**src/design/rwcl_pkg.sv**
```systemverilog
package rwcl_pkg;

    // Beacon table geometry
    localparam int TABLE_DEPTH = 64;
    localparam int TABLE_AW    = $clog2(TABLE_DEPTH);
    localparam int CNT_W       = 7;

    // Field widths
    localparam int MAC_W     = 32;
    localparam int COORD_W   = 16;
    localparam int RSSI_W    = 8;
    localparam int S_TDATA_W = 80;
    localparam int M_TDATA_W = 32;

    // Arithmetic widths
    localparam int SVAL_W = 9;
    localparam int W_W    = 21;
    localparam int MUL_W  = 25;
    localparam int PROD_W = 2 * MUL_W;
    localparam int ACC_W  = 48;
    localparam int WSUM_W = 32;
    localparam int MCNT_W = 12;
    localparam int DVSR_W = 34;

    // Weight constants: w = trunc((rssi + 50)^3 / 10)
    localparam int RSSI_OFFSET = 50;
    localparam int RECIP_10    = 13421773;
    localparam int RECIP_SHIFT = 27;

    localparam int SEEN_MAX = 3;

    localparam logic FUNC_LOAD = 1'b0;
    localparam logic FUNC_MEAS = 1'b1;

    typedef enum logic [1:0] {
        ST_NONE,
        ST_NEAREST,
        ST_CENTROID,
        ST_ZERO_DIV
    } status_t;

    typedef struct packed {
        logic [MAC_W-1:0]   mac;
        logic [COORD_W-1:0] x;
        logic [COORD_W-1:0] y;
    } tbl_entry_t;

    typedef enum logic [3:0] {
        S_IDLE,
        S_SQ,
        S_CUBE,
        S_RECIP,
        S_WEIGHT,
        S_CMP,
        S_MX,
        S_MY,
        S_END,
        S_DIVX,
        S_DIVY,
        S_OUT
    } state_t;

endpackage

```
**src/design/rwcl_mul.sv**
```systemverilog
module rwcl_mul
    import rwcl_pkg::*;
(
    input  logic                     clk,
    input  logic signed [MUL_W-1:0]  a,
    input  logic signed [MUL_W-1:0]  b,
    output logic signed [PROD_W-1:0] prod
);

    logic signed [PROD_W-1:0] prod_reg;

    always_ff @(posedge clk)
    begin
        prod_reg <= a * b;
    end

    assign prod = prod_reg;

endmodule

```
**config.mk**
```make
export PLATFORM = sky130hd
export DESIGN_NAME = rwcl_mul
export DESIGN_NICKNAME = d
export VERILOG_FILES = /design/src/design/rwcl_pkg.sv /design/src/design/rwcl_mul.sv
export SDC_FILE = /design/constraint.sdc
export NUM_CORES = 2
export LEC_CHECK = 0
export BUFFER_PORTS_ARGS = -buffer_cell sky130_fd_sc_hd__buf_4
export CORE_MARGIN = 2
export CORE_UTILIZATION = 66
export CTS_BUF_LIST = sky130_fd_sc_hd__clkbuf_16
export CTS_CLUSTER_DIAMETER = 40
export DETAILED_ROUTE_END_ITERATION = 7
export PLACE_DENSITY = 0.8
export SYNTH_ARGS = -nofsm -noshare
export SYNTH_HDL_FRONTEND = slang
export SYNTH_SLANG_ARGS = --single-unit
```
**constraint.sdc**
```tcl
create_clock -name clk -period 12.62 [get_ports clk]
set_input_delay 1.262 -clock clk [delete_from_list [all_inputs] [get_ports clk]]
set_output_delay 1.262 -clock clk [all_outputs]
set_load 0.02 [all_outputs]
```
==> flow_metrics.env <==
export IMPL_ant_nets=0
export IMPL_synthArstFlopShare=0
export IMPL_yosysWarnings=0
export IMPL_area_growth_syn_to_layout_pct=4.53
export IMPL_grt_max_degree=27
export IMPL_n_antenna_cell=0
export IMPL_max_freq_mhz=121
export IMPL_syn_nets=3412
export IMPL_rows=69
export IMPL_use_met1=0.427
export IMPL_dpl_cell_area_um2=25000
export IMPL_synthCells=2562
export IMPL_cap_violations=0
export IMPL_final_cells=3027
export IMPL_firstDrtPassIters=6
export IMPL_dp_cells=3019
export IMPL_die_w_um=195
export IMPL_rsz0062_at_grt="no"
export IMPL_cts_root_buf="clkbuf_16"
export IMPL_largest_reg_flops=50
export IMPL_die_y_um=195
export IMPL_drtIter0Drc=1143
export IMPL_critical_path_endpoint_type="register"
export IMPL_worstSetupPathType="primary input to register"
export IMPL_synth_edff_count=0
export IMPL_met2_usage=0.615
export IMPL_setup_violations_final=0
export IMPL_grt_pass1_wl_um=103000
export IMPL_layout_min_cycle_time_ns=8.26
export IMPL_crit_path_max_fanout=25
export IMPL_synth_ff_type="dfxtp_1"
export IMPL_finish_instance_area_um2=25100
export IMPL_clk_pin_slew_ns=0.09
export IMPL_clockBufferDepth=2
export IMPL_grt_pass1_vias=19656
export IMPL_grt_busiest_layer="met2"
export IMPL_max_slew_worst_pin_slew_ns=1.05
export IMPL_grt_usage=0.352
export IMPL_synthesis_area_um2=24000
export IMPL_initial_utilization=0.672
export IMPL_via_count=17379
export IMPL_die_area_um2=37900
export IMPL_start_kind="primary input"
export IMPL_critPathRequiredTime_ns=12.83
export IMPL_synth_cell_types=48
export IMPL_cts_buffers=5
export IMPL_hp_class="primary input to register"
export IMPL_ctsHoldBuffers=0
export IMPL_gp_routability_congestion=0.928
export IMPL_htreeDepth=2
export IMPL_drv_slew=0
export IMPL_slew_headroom=0.298
export IMPL_grtUsageMet3=0.0642
export IMPL_wl_per_cell_um=20.4
export IMPL_grt_ovfl_total=0
export IMPL_antenna_found_initial=2
export IMPL_finalCritPeriodShare=0.655
export IMPL_nNetsFinal=3415
export IMPL_io_buffer_count=100
export IMPL_ys_ff_latch=50
export IMPL_core_area_um2=35700
export IMPL_cts_sinks=50
export IMPL_drive_gt1_frac=0.0456
export IMPL_cts_setup_buffers=0
export IMPL_post_dp_hpwl_um=49400
export IMPL_status="finished clean"
export IMPL_drc_errors=0
export IMPL_tns_ns=0
export IMPL_cts_tree="done"
export IMPL_wl_um=61900
export IMPL_hold_violations=0
export IMPL_viasPerCell=5.74
export IMPL_arrival_ns=8.47
export IMPL_seq_area_frac_synth=0.0417
export IMPL_cts_repair_resized=0
export IMPL_boundaryPins=101
export IMPL_syn_area_per_cell_um2=9.38
placed cells by master (no fill, tap or decap), types with 3 or more instances in the layout:
master	count
a211oi_1	3
xnor2_1	39
clkbuf_16	5
fa_1	658
xor2_1	19
nor2b_1	21
nor3_1	6
nand3_1	6
o21ai_0	19
ha_1	141
and2_1	320
o21ai_1	7
a21oi_1	43
o21bai_1	7
buf_4	100
a211o_1	3
inv_1	699
o41ai_1	3
a21o_1	22
nand4_1	8
nand2b_1	11
nand2_1	308
nor2_1	30
o21a_1	5
dfxtp_1	50
critical path: stages:
cell and delay [ns]:
buf_4 0.21, nand2_1 0.15, inv_1 0.10, fa_1 0.72, inv_1 0.15, fa_1 0.79
inv_1 0.17, fa_1 0.88, fa_1 0.56, fa_1 0.51, fa_1 0.52, inv_1 0.05
fa_1 0.47, inv_1 0.04, ha_1 0.37, a21o_1 0.20, a21o_1 0.17, a21oi_1 0.17
o21bai_1 0.10, a2bb2oi_1 0.21, o41ai_2 0.15, o41a_1 0.35, xor2_1 0.15
cells by family after synthesis:
kind of cell / Yosys count / synth area share
buffers and inverters: 803 / 0.125
AOI/OAI and AO/OA: 137 / 0.0394
and+or+nand+nor: 714 / 0.150
adders and majority gates: 799 / 0.622
muxes: 1 / 0.000469
xor gates and xnor gates: 58 / 0.0211
DFF: 50 / 0.0417
metrics by stage:
step	worst slack (ns)	hold WS, ns	util
6_report	4.36	1.34	0.703
5_1_grt	4.05	1.35	0.703
4_1_cts	4.38	1.34	0.703
3_5_place_dp	4.08	1.67	0.698
3_3_place_gp	4.23	1.67	0.698
2_1_floorplan	4.74	1.39	-
path summary, 6_finish.rpt:
| kind | start | end | slack, ns | cells past startpoint |
|---|---|---|---|---|
| worst max-delay path | a[24] | prod[47]$_DFF_P_ | 4.36 | 23 |
| worst min-delay path | b[0] | prod[0]$_DFF_P_ | 1.34 | 2 |
layer usage:
metal / routed length (µm) / part of all wire
met2: 32000 / 0.52
met3: 5370 / 0.087
met5: 13 / 0.00021
met4: 3160 / 0.051
met1: 21300 / 0.34
layout make-up:
type	count	area [µm²]
fillers	2655	10600
well taps	461	577
clock inverters	3	25.0
inverters	699	2620
clock buffers	5	125
multi-input cells	1709	20000
repair buffers	100	751
flip-flops and latches	50	1000
synthesized netlist by cell type (3+ instances only):
cell / number / area [µm²]
a211o_1: 3 / 26.3
a211oi_1: 3 / 22.5
a21o_1: 22 / 165
a21oi_1: 43 / 215
and2_1: 320 / 2000
clkbuf_1: 104 / 390
dfxtp_1: 50 / 1000
fa_1: 658 / 13200
ha_1: 141 / 1760
inv_1: 699 / 2620
nand2_1: 308 / 1160
nand2b_1: 11 / 68.8
nand3_1: 6 / 30.0
nand4_1: 8 / 50.1
nor2_1: 30 / 113
nor2b_1: 21 / 131
nor3_1: 6 / 30.0
o21a_1: 5 / 37.5
o21ai_0: 19 / 95.1
o21ai_1: 7 / 35.0
o21bai_1: 7 / 52.6
o41ai_1: 3 / 26.3
xnor2_1: 39 / 342
xor2_1: 19 / 166
Power is left out: the tool's default activity adds up to more than one toggle a clock period on the data nets, which glitch-free logic cannot reach.
