<file path="src/design/rwcl_pkg.sv">
package rwcl_pkg;

    // Beacon table geometry
    localparam int TABLE_DEPTH = 64;
    localparam int TABLE_AW    = $clog2(TABLE_DEPTH);
    localparam int CNT_W       = 7;

    // Field widths
    localparam int MAC_W     = 32;
    localparam int COORD_W   = 16;
    localparam int RSSI_W    = 8;
    localparam int S_TDATA_W = 80;
    localparam int M_TDATA_W = 32;

    // Arithmetic widths
    localparam int SVAL_W = 9;
    localparam int W_W    = 21;
    localparam int MUL_W  = 25;
    localparam int PROD_W = 2 * MUL_W;
    localparam int ACC_W  = 48;
    localparam int WSUM_W = 32;
    localparam int MCNT_W = 12;
    localparam int DVSR_W = 34;

    // Weight constants: w = trunc((rssi + 50)^3 / 10)
    localparam int RSSI_OFFSET = 50;
    localparam int RECIP_10    = 13421773;
    localparam int RECIP_SHIFT = 27;

    localparam int SEEN_MAX = 3;

    localparam logic FUNC_LOAD = 1'b0;
    localparam logic FUNC_MEAS = 1'b1;

    typedef enum logic [1:0] {
        ST_NONE,
        ST_NEAREST,
        ST_CENTROID,
        ST_ZERO_DIV
    } status_t;

    typedef struct packed {
        logic [MAC_W-1:0]   mac;
        logic [COORD_W-1:0] x;
        logic [COORD_W-1:0] y;
    } tbl_entry_t;

    typedef enum logic [3:0] {
        S_IDLE,
        S_SQ,
        S_CUBE,
        S_RECIP,
        S_WEIGHT,
        S_CMP,
        S_MX,
        S_MY,
        S_END,
        S_DIVX,
        S_DIVY,
        S_OUT
    } state_t;

endpackage

</file>
<file path="src/design/rwcl_table.sv">
module rwcl_table
    import rwcl_pkg::*;
(
    input  logic                clk,
    input  logic                wr_en,
    input  logic [TABLE_AW-1:0] wr_addr,
    input  tbl_entry_t          wr_data,
    input  logic                rd_en,
    input  logic [TABLE_AW-1:0] rd_addr,
    output tbl_entry_t          rd_data
);

    tbl_entry_t beacon_mem [TABLE_DEPTH];
    tbl_entry_t rd_data_reg;

    always_ff @(posedge clk)
    begin
        if (wr_en)
        begin
            beacon_mem[wr_addr] <= wr_data;
        end
        if (rd_en)
        begin
            rd_data_reg <= beacon_mem[rd_addr];
        end
    end

    assign rd_data = rd_data_reg;

endmodule

</file>
<file path="config.mk">
export PLATFORM = sky130hd
export DESIGN_NAME = rwcl_table
export DESIGN_NICKNAME = d
export VERILOG_FILES = /design/src/design/rwcl_pkg.sv /design/src/design/rwcl_table.sv
export SDC_FILE = /design/constraint.sdc
export NUM_CORES = 2
export LEC_CHECK = 0
export BUFFER_PORTS_ARGS = -buffer_cell sky130_fd_sc_hd__buf_2
export CAP_MARGIN = 10
export CORE_MARGIN = 2
export CORE_UTILIZATION = 57
export DETAILED_ROUTE_END_ITERATION = 6
export HOLD_SLACK_MARGIN = 0.15
export PLACE_DENSITY = 0.76
export SLEW_MARGIN = 20
export SYNTH_ARGS = -nofsm -noshare
export SYNTH_HDL_FRONTEND = slang
export SYNTH_SLANG_ARGS = --single-unit
</file>
<file path="constraint.sdc">
create_clock -name clk -period 6.95 [get_ports clk]
set_clock_uncertainty 0.2 [all_clocks]
set_input_delay 1.39 -clock clk [delete_from_list [all_inputs] [get_ports clk]]
set_output_delay 1.39 -clock clk [all_outputs]
set_load 0.01 [all_outputs]
</file>
==> results.sh <==
export IMPL_n_fill_cell=16700
export IMPL_yosysSeqAreaShare_pct=79.6
export IMPL_synth_area_leader_cell="edfxtp_1"
export IMPL_multiInputGateArea_um2=30800
export IMPL_maxCapViolations=0
export IMPL_finalMaxSlewViolations=0
export IMPL_ys_flop_type="edfxtp_1"
export IMPL_grt_pass1_vias=78700
export IMPL_fmax_mhz=247
export IMPL_worstSetupPathType="in2reg"
export IMPL_die_h_um=529
export IMPL_synth_top_family_by_area="multiplexers"
export IMPL_crit_chain="buf_8 > buf_4 > mux4_2 > or3_1 > a41oi_1 > a211oi_1"
export IMPL_cts_buffer_depth=4
export IMPL_wirelength_um=428000
export IMPL_crit_slowest_cell="a41oi_1"
export IMPL_hold_path_class="in2reg"
export IMPL_synthesis_area_um2=157000
export IMPL_cts_resized=0
export IMPL_met1_usage_pct=41.1
export IMPL_ir_worst_vdd_mv=0.353
export IMPL_leakage_nw=54.9
export IMPL_grt_total_usage_pct=30.9
export IMPL_setup_tns_ns=0
export IMPL_tightest_slew_ns=1.23
export IMPL_yosys_area_share_simple_pct=1.23
export IMPL_yosysWarnings=0
export IMPL_min_period_over_period_pct=58.2
export IMPL_ys_ff_latch=4160
export IMPL_postCtsSetupRepairBufs=0
export IMPL_place_gp_congestion=0.831
export IMPL_p_per_area_nw_per_um2=293
export IMPL_portBuffers=142
export IMPL_grt_ovfl_total=0
export IMPL_io_pins=143
export IMPL_outcome="finished clean"
export IMPL_critPathCaptureType="flip-flop"
export IMPL_hold_depth=1
export IMPL_layout_drive_gt1_share_pct=27.9
export IMPL_worstPathMaxFanout=59
export IMPL_async_reset_ff_share_pct=0
export IMPL_required_ns=7.47
export IMPL_clk_pin_slew_worst_paths_ns=0.06
export IMPL_cts_tree="built"
export IMPL_cts_sinks=4160
export IMPL_synth_nets=6677
export IMPL_worstReg2RegEnd="rd_data[36]"
export IMPL_ys_top_cells_by_area="edfxtp_1, mux4_2, mux2i_1, a22oi_1, buf_2"
export IMPL_crit_arrival_ns=4.56
export IMPL_first_pass_iters=6
export IMPL_largest_register_ffs=4096
export IMPL_gr_usage_met3_pct=8.16
export IMPL_met2_usage_pct=48.4
export IMPL_synthAdderAreaFrac_pct=0
export IMPL_root_buffer="clkbuf_16"
export IMPL_synth_xor_xnor_area_share_pct=0
export IMPL_max_slew_margin_pct=17.7
export IMPL_clkLatencyLatePin_ns=1.03
export IMPL_reg2reg_depth=4
export IMPL_startpoint_type="primary input"
export IMPL_hold_buffers=0
export IMPL_core_area_um2=274000
export IMPL_first_iter_violations=13300
export IMPL_crit_family="buffers and inverters"
export IMPL_wire_per_inst_um=39.2
export IMPL_initial_utilization_pct=57.3
export IMPL_max_stage_delay_ns=0.77
export IMPL_vias=78000
export IMPL_crit_buf_inv=2
export IMPL_seq_area_um2=125000
export IMPL_hpwl_um=223000
export IMPL_finalHoldViolations=0
export IMPL_htreeDepth=5
export IMPL_grt_max_degree=99
export IMPL_syn_instance_count=6598
export IMPL_fin_nets=7087
export IMPL_avgSynthCellArea_um2=23.8
export IMPL_area_growth_pct=12.3
export IMPL_regToRegSetupSlack_ns=4.46
export IMPL_row_count=192
export IMPL_rr_startpoint="beacon_mem[38][36]"
export IMPL_vias_per_cell=7.15
export IMPL_dieArea_um2=280000
export IMPL_min_to="beacon_mem[51][25]"
export IMPL_busiest_layer="met2"
export IMPL_synth_compound_area_share_pct=2.47
export IMPL_synth_edff_count=4160
export IMPL_grt_pass1_wl_um=600000
export IMPL_rsz0062_at_grt="no"
export IMPL_antenna_found_initial=35
export IMPL_hold_ws_ns=0.589
export IMPL_muxShareOfSynthArea_pct=15.6
export IMPL_yosysUniqueCellTypes=32
export IMPL_detail_route_antenna_nets=0
export IMPL_numCtsBuffers=409
export IMPL_layout_min_cycle_time_ns=4.04
export IMPL_die_w_um=529
export IMPL_setup_violations=0
export IMPL_route_detailed_drc=0
export IMPL_netlist_area_leader_share_pct=79.6
export IMPL_min_delay_start="wr_data[25]"
## worst max path at each step
stage	depth (start not counted)	end	from	slack [ns]
global placement	6	rd_data[36]	rd_addr[1]	1.87
floorplan	4	beacon_mem[39][0]	wr_addr[5]	1.33
finish	6	rd_data[36]	rd_addr[1]	2.91
detailed placement	6	rd_data[36]	rd_addr[1]	1.84
global route	6	rd_data[36]	rd_addr[1]	2.82
CTS	6	rd_data[36]	rd_addr[1]	2.88
## per-stage QoR
stage | area [um^2] | power (W) | setup WS (ns) | util [%] | cells
final | 176000 | 0.0517 | 2.91 | 64.4 | 10900
after global placement | 163000 | 0.0308 | 1.87 | 59.6 | 10200
after CTS | 176000 | 0.0518 | 2.88 | 64.3 | 10900
after floorplan | 157000 | 0.0297 | 1.33 | - | 6598
after detailed placement | 163000 | 0.0308 | 1.84 | 59.7 | 10200
after global routing | 176000 | 0.0528 | 2.82 | 64.4 | 10900
## metal layers
metal	wire length (um)	vias up	part of all wire, %
met4	21900	24	5.1
met3	58000	1127	14
met5	156	-	0.036
met1	143000	40900	33
met2	205000	6636	48
li1	-	29300	-
## Yosys cell counts, types with 3 or more instances
master,number
a41oi_1,26
buf_2,170
and3_1,64
buf_4,34
a211oi_1,63
mux4_2,1024
buf_6,6
nand2_1,58
nor2b_1,28
nand2b_1,11
and2_1,3
edfxtp_1,4160
nor2_1,112
a2bb2oi_1,19
clkbuf_1,140
o221ai_1,38
or2_2,28
a22o_1,88
a31oi_1,18
mux2i_1,135
inv_1,19
a22oi_1,168
nand3_1,45
o22ai_1,83
or3_1,29
buf_1,20
## worst reg2reg max path, stage by stage, from the launching register on
cell and delay, ns:
edfxtp_1 0.39, mux4_2 0.49, or3_1 0.32, a41oi_1 0.77, a211oi_1 0.09
## cell families (layout without fill, tap and decap cells)
group	count (synthesis)	count (layout)
buffers and inverters	389	1106
flip-flops	4160	4160
AO/OA/AOI/OAI	504	504
AND/OR/NAND/NOR	386	386
other	0	18
multiplexers	1159	1159
## power breakdown
group | internal [W] | leakage, nW | switching (W) | total [W]
Clock | 0.0122 | 6.17 | 0.00917 | 0.0213
Sequential | 0.0278 | 37.5 | 0.000117 | 0.0280
Combinational | 0.000863 | 11.2 | 0.00154 | 0.00241
## cells in the final DEF, fill, tap and decap left out, types with 26 or more instances in the layout
cell type | synthesis | routed
a41oi_1 | 26 | 26
mux4_2 | 1024 | 1024
a22oi_1 | 168 | 168
clkinv_1 | 0 | 87
or3_1 | 29 | 29
nor2_4 | 0 | 65
clkbuf_16 | 0 | 413
o22ai_1 | 83 | 83
buf_2 | 170 | 103
a22o_1 | 88 | 88
nand2_1 | 58 | 56
buf_4 | 34 | 196
clkinv_2 | 0 | 67
or2_2 | 28 | 28
clkbuf_1 | 140 | 92
nor2_1 | 112 | 47
edfxtp_1 | 4160 | 4160
and3_1 | 64 | 64
nand3_1 | 45 | 45
o221ai_1 | 38 | 38
a211oi_1 | 63 | 62
bufinv_16 | 0 | 35
buf_12 | 0 | 59
mux2i_1 | 135 | 135
## layout make-up
| class | count | share of cell area [%] |
|---|---|---|
| Inverter | 19 | 0.0404 |
| Multi-Input combinational cell | 2049 | 17.5 |
| Sequential cell | 4160 | 70.8 |
| Clock inverter | 213 | 1.12 |
| Timing Repair Buffer | 369 | 1.93 |
| Clock buffer | 505 | 6.06 |
| Antenna cell | 18 | 0.0255 |
| Tap cell | 3589 | 2.55 |
Power figures use the tool's default switching activity.
