### src/design/rwcl_pkg.sv
package rwcl_pkg;

    // Beacon table geometry
    localparam int TABLE_DEPTH = 64;
    localparam int TABLE_AW    = $clog2(TABLE_DEPTH);
    localparam int CNT_W       = 7;

    // Field widths
    localparam int MAC_W     = 32;
    localparam int COORD_W   = 16;
    localparam int RSSI_W    = 8;
    localparam int S_TDATA_W = 80;
    localparam int M_TDATA_W = 32;

    // Arithmetic widths
    localparam int SVAL_W = 9;
    localparam int W_W    = 21;
    localparam int MUL_W  = 25;
    localparam int PROD_W = 2 * MUL_W;
    localparam int ACC_W  = 48;
    localparam int WSUM_W = 32;
    localparam int MCNT_W = 12;
    localparam int DVSR_W = 34;

    // Weight constants: w = trunc((rssi + 50)^3 / 10)
    localparam int RSSI_OFFSET = 50;
    localparam int RECIP_10    = 13421773;
    localparam int RECIP_SHIFT = 27;

    localparam int SEEN_MAX = 3;

    localparam logic FUNC_LOAD = 1'b0;
    localparam logic FUNC_MEAS = 1'b1;

    typedef enum logic [1:0] {
        ST_NONE,
        ST_NEAREST,
        ST_CENTROID,
        ST_ZERO_DIV
    } status_t;

    typedef struct packed {
        logic [MAC_W-1:0]   mac;
        logic [COORD_W-1:0] x;
        logic [COORD_W-1:0] y;
    } tbl_entry_t;

    typedef enum logic [3:0] {
        S_IDLE,
        S_SQ,
        S_CUBE,
        S_RECIP,
        S_WEIGHT,
        S_CMP,
        S_MX,
        S_MY,
        S_END,
        S_DIVX,
        S_DIVY,
        S_OUT
    } state_t;

endpackage

### src/design/rwcl_div.sv
module rwcl_div
    import rwcl_pkg::*;
(
    input  logic                      clk,
    input  logic                      rst_n,
    input  logic                      start,
    input  logic signed [ACC_W-1:0]   dividend,
    input  logic signed [DVSR_W-1:0]  divisor,
    output logic                      done,
    output logic signed [COORD_W-1:0] quotient
);

    localparam int STEP_W = $clog2(ACC_W);
    localparam logic [ACC_W-1:0] POS_LIMIT = ACC_W'(2**(COORD_W-1) - 1);
    localparam logic [ACC_W-1:0] NEG_LIMIT = ACC_W'(2**(COORD_W-1));

    logic              busy_reg, busy_next;
    logic              done_reg, done_next;
    logic [STEP_W-1:0] step_reg, step_next;
    logic              neg_reg;
    logic [ACC_W-1:0]  quo_reg;
    logic [DVSR_W-1:0] rem_reg;
    logic [DVSR_W-1:0] dvsr_reg;

    logic [DVSR_W:0] trial;
    logic [DVSR_W:0] diff;
    logic            fits;

    assign trial = {rem_reg, quo_reg[ACC_W-1]};
    assign diff  = trial - {1'b0, dvsr_reg};
    assign fits  = (trial >= {1'b0, dvsr_reg});

    always_comb
    begin
        busy_next = busy_reg;
        done_next = 1'b0;
        step_next = step_reg;
        if (start)
        begin
            busy_next = 1'b1;
            step_next = '0;
        end
        else if (busy_reg)
        begin
            step_next = step_reg + 1'b1;
            if (step_reg == STEP_W'(ACC_W - 1))
            begin
                busy_next = 1'b0;
                done_next = 1'b1;
            end
        end
    end

    always_ff @(posedge clk or negedge rst_n)
    begin
        if (!rst_n)
        begin
            busy_reg <= 1'b0;
            done_reg <= 1'b0;
            step_reg <= '0;
        end
        else
        begin
            busy_reg <= busy_next;
            done_reg <= done_next;
            step_reg <= step_next;
        end
    end

    // Restoring division on magnitudes, one quotient bit a cycle
    always_ff @(posedge clk)
    begin
        if (start)
        begin
            neg_reg  <= dividend[ACC_W-1] ^ divisor[DVSR_W-1];
            quo_reg  <= dividend[ACC_W-1] ? -dividend : dividend;
            dvsr_reg <= divisor[DVSR_W-1] ? -divisor : divisor;
            rem_reg  <= '0;
        end
        else if (busy_reg)
        begin
            quo_reg <= {quo_reg[ACC_W-2:0], fits};
            rem_reg <= fits ? diff[DVSR_W-1:0] : trial[DVSR_W-1:0];
        end
    end

    always_comb
    begin
        if (neg_reg)
        begin
            quotient = (quo_reg > NEG_LIMIT) ? -NEG_LIMIT[COORD_W-1:0]
                                             : -quo_reg[COORD_W-1:0];
        end
        else
        begin
            quotient = (quo_reg > POS_LIMIT) ? POS_LIMIT[COORD_W-1:0]
                                             : quo_reg[COORD_W-1:0];
        end
    end

    assign done = done_reg;

endmodule

### config.mk
export PLATFORM = sky130hd
export DESIGN_NAME = rwcl_div
export DESIGN_NICKNAME = d
export VERILOG_FILES = /design/src/design/rwcl_pkg.sv /design/src/design/rwcl_div.sv
export SDC_FILE = /design/constraint.sdc
export NUM_CORES = 1
export LEC_CHECK = 0
export BUFFER_PORTS_ARGS = -buffer_cell sky130_fd_sc_hd__buf_4
export CAP_MARGIN = 20
export CORE_MARGIN = 2
export CORE_UTILIZATION = 55
export DETAILED_ROUTE_END_ITERATION = 10
export PLACE_DENSITY = 0.76
export RECOVER_POWER = 25
export SYNTH_ARGS = -nofsm -noshare
export SYNTH_HDL_FRONTEND = slang
export SYNTH_SLANG_ARGS = --single-unit
### constraint.sdc
create_clock -name clk -period 5.25 [get_ports clk]
set_clock_uncertainty 0.15 [all_clocks]
set_input_delay 1.05 -clock clk [delete_from_list [all_inputs] [get_ports clk]]
set_output_delay 1.05 -clock clk [all_outputs]
set_load 0.02 [all_outputs]
==> run_results.csv <==
group,metric,value,unit
critical_path,cp_top_family,"simple AND/OR/NAND/NOR gates",
die,dieArea,17800,µm²
critical_path,critPathMaxFanout,12,
sta,setup-tns-final,0,ns
yosys,syn_area,9220,µm²
place,gp_congestion,0.922,
sta,finalHoldViolCount,0,
pwr,p_per_area,376,nW/µm²
place,place_hpwl,16200,µm
yosys,synth_seq_area_share,36.6,%
critical_path,worst_path_most_repeated_cell,"or3b_2",
detailed_routing,drtPass1Iterations,5,
outcome,outcome,"complete, but fails checks",
run,maxCapViolations,3,
finish,largest_register_ffs,48,
sta,final-max-slew-violation-count,159,
detailed_routing,drt_iter0_markers,665,
grt,antenna_found_initial,0,
yosys,synth_cell_types,72,
sta,setup_viol,0,
critical_path,worstSetupEndpointType,"output port",
clock_tree,clock_latency,0.42,ns
grt,grt_max_degree,72,
clock_tree,path_clk_slew,0.06,ns
critical_path,slowest_stage,"or3b_2",
yosys,ys_ff_latch,125,
grt,gr-total-overflow,0,
finish,final_layout_size_suffix_gt1_share,14.6,%
critical_path,path_cells,"inv_1, ha_1, or3b_2, nand4b_1, or3_1, o41ai_2, nand3_2, or3b_2, nand3_1, buf_4",
finish,nets,1260,
finish,seqCellArea,3370,µm²
detailed_routing,vias,8304,
grt,grtUsageTotal,25.8,%
clock_tree,ctsHoldBuffers,0,
finish,final_cell_count_no_fill,1369,
clock_tree,ctsLongestPathBuffers,2,
clock_tree,cts_buffers,17,
grt,grtUsageMet2,40.8,%
place,numPortBuffers,101,
finish,multi_input_area,5420,µm²
yosys,yosysTopAreaCell,"edfxtp_1",
yosys,synth.area.top_cells,"edfxtp_1 27%, dfxtp_1 7.4%, ha_1 5.2%, xnor2_1 4.8%, nand2_1 4.6%",
critical_path,crit_buf_inv,2,
finish,fillers,1403,
critical_path,criticalPathCategory,"reg -> out",
detailed_routing,drt_wl_total,22800,µm
yosys,synthArstFlopShare,6.40,%
yosys,synth-edff-count,83,
critical_path,cp-start-kind,"register",
clock_tree,cts-root-buf,"clkbuf_16",
yosys,ys_warn_count,0,
critical_path,required,4.05,ns
grt,first_global_vias,7473,
die,core-area,16500,µm²
min_path,hp-class,"reg -> reg",
finish,area_growth,15.7,%
sta,rsz0062_at_grt,"no",
sta,worstMarginPinSlew,2.20,ns
sta,timing.final.crit_share,93.0,%
place,dp.cells,1336,
clock_tree,htree_levels,4,
yosys,synth_ff_type,"edfxtp_1",
grt,grt_use_met3,3.35,%
detailed_routing,vias_per_cell,6.07,
sta,fin_crit,4.88,ns
grt,busiest_layer,"met2",
critical_path,arrival,3.68,ns
clock_tree,post_cts_buffers,0,
clock_tree,cts_resized,0,
yosys,avgSynthCellArea,8.66,µm²
die,io_pins,102,
yosys,synth_cells,1064,
die,die_h,133,µm
finish,final_area,10700,µm²
yosys,synth_top_area_share,27.0,%
pwr,p_leak,4.34,nW
detailed_routing,drc,0,
die,die_w,133,µm
pwr,irDropWorstVdd,0.246,mV
clock_tree,cts.sinks,125,
place,placed_area,10100,µm²
clock_tree,cts_tree,"built",
sta,fmax,205,MHz
finish,diodes,0,
yosys,syn_nets,1188,
sta,slew_headroom,-46.7,%
outcome,violations,"capacitance limit, slew limit",
detailed_routing,wl_per_cell,16.6,µm
die,start_util,56.0,%
die,num_rows,47,
detailed_routing,antenna_left,0,
grt,met1_usage,37.6,%
grt,grt_pass1_wl,37300,µm
critical_path,max_stage_delay,0.52,ns
[per-layer routing]
| layer | share of wire [%] | wire (µm) | vias to the layer above |
|---|---|---|---|
| met5 | 0 | 0 | - |
| met4 | 0.90 | 205 | 0 |
| met3 | 5.8 | 1320 | 17 |
| met2 | 46 | 10600 | 284 |
| met1 | 47 | 10700 | 3910 |
| li1 | - | - | 4093 |
[layout make-up]
| cell class | count | area share (%) |
|---|---|---|
| multi-input combinational | 826 | 50.8 |
| inverter | 59 | 2.08 |
| timing repair buffer | 107 | 7.41 |
| clock inverter | 6 | 0.786 |
| sequential | 125 | 31.6 |
| clock buffer | 26 | 4.69 |
| tap | 220 | 2.58 |
[cells by family after synthesis]
kind of cell               after synthesis  synth area share, %
xor gates and xnor gates                98                 9.31
DFF                                    125                 36.6
adders and majority gates               39                 5.38
and+or+nand+nor                        380                 20.4
AOI/OAI and AO/OA                      290                 21.3
buffers and inverters                  113                 4.76
muxes                                   19                 2.25
[final timing paths]
check                          endpoint   startpoint  slack [ns]  cells after the start
max                        quotient[10]   quo_reg[1]        0.37                     10
min                         rem_reg[14]  rem_reg[13]        0.34                      2
max reg2reg                 rem_reg[26]  quo_reg[47]        1.23                     12
min reg2reg                 rem_reg[14]  rem_reg[13]        0.34                      2
max in group asynchronous      busy_reg        rst_n        4.22                      1
min in group asynchronous          done        rst_n        0.40                      1
[layout by cell type, fill, tap and decap left out, types with 11 or more instances in the layout]
master     synthesis  layout
nand2_1          112     111
nor2_1           104     103
buf_4              0      99
edfxtp_1          83      83
a21oi_1           76      76
o21ai_0           61      61
inv_1             59      59
xnor2_1           50      50
xor2_1            48      48
ha_1              38      38
dfxtp_1           34      34
nand3_1           25      24
a311oi_1          24      24
or3_1             21      21
nor4_1            20      20
o31ai_1           19      19
a21o_1            18      18
clkbuf_16          0      18
nor3_1            16      16
o41ai_1           15      14
mux2_2            14      14
nand4_1           12      12
clkbuf_1          47      12
or4_1             11      11
[per-stage QoR]
step	utilization (%)	total power [mW]	hold slack, ns	setup WS [ns]
after global placement	61.2	2.80	0.329	0.642
after global routing	64.8	4.25	0.365	0.0806
after floorplan	-	2.43	0.309	0.809
final	64.8	4.01	0.343	0.367
after CTS	64.7	4.00	0.288	0.0690
after detailed placement	61.2	2.82	0.337	0.516
[where the power goes]
group,total (mW),leakage (nW),internal [mW],switching (mW)
sequential,1.38,1.22,1.24,0.140
combinational,1.47,2.83,0.618,0.849
clock,1.17,0.287,0.751,0.417
total,4.01,4.34,2.61,1.41
[worst min-delay path: cells and delay by family, from the launching register on]
family | cells | cell delay (ns)
AO/OA/AOI/OAI | 1 | 0.07
flip-flops | 1 | 0.32
AND/OR/NAND/NOR | 1 | 0.06
[cell usage after synthesis, drive strengths merged (25+ instances only)]
cell and count:
edfxtp 83, o21ai 63, inv 59, a21oi 76, dfxtp 34, nor2 104
xnor2 50, nand3 25, ha 38, clkbuf 47, nand2 112, xor2 48
No activity file was read; power rests on OpenSTA's default activity.
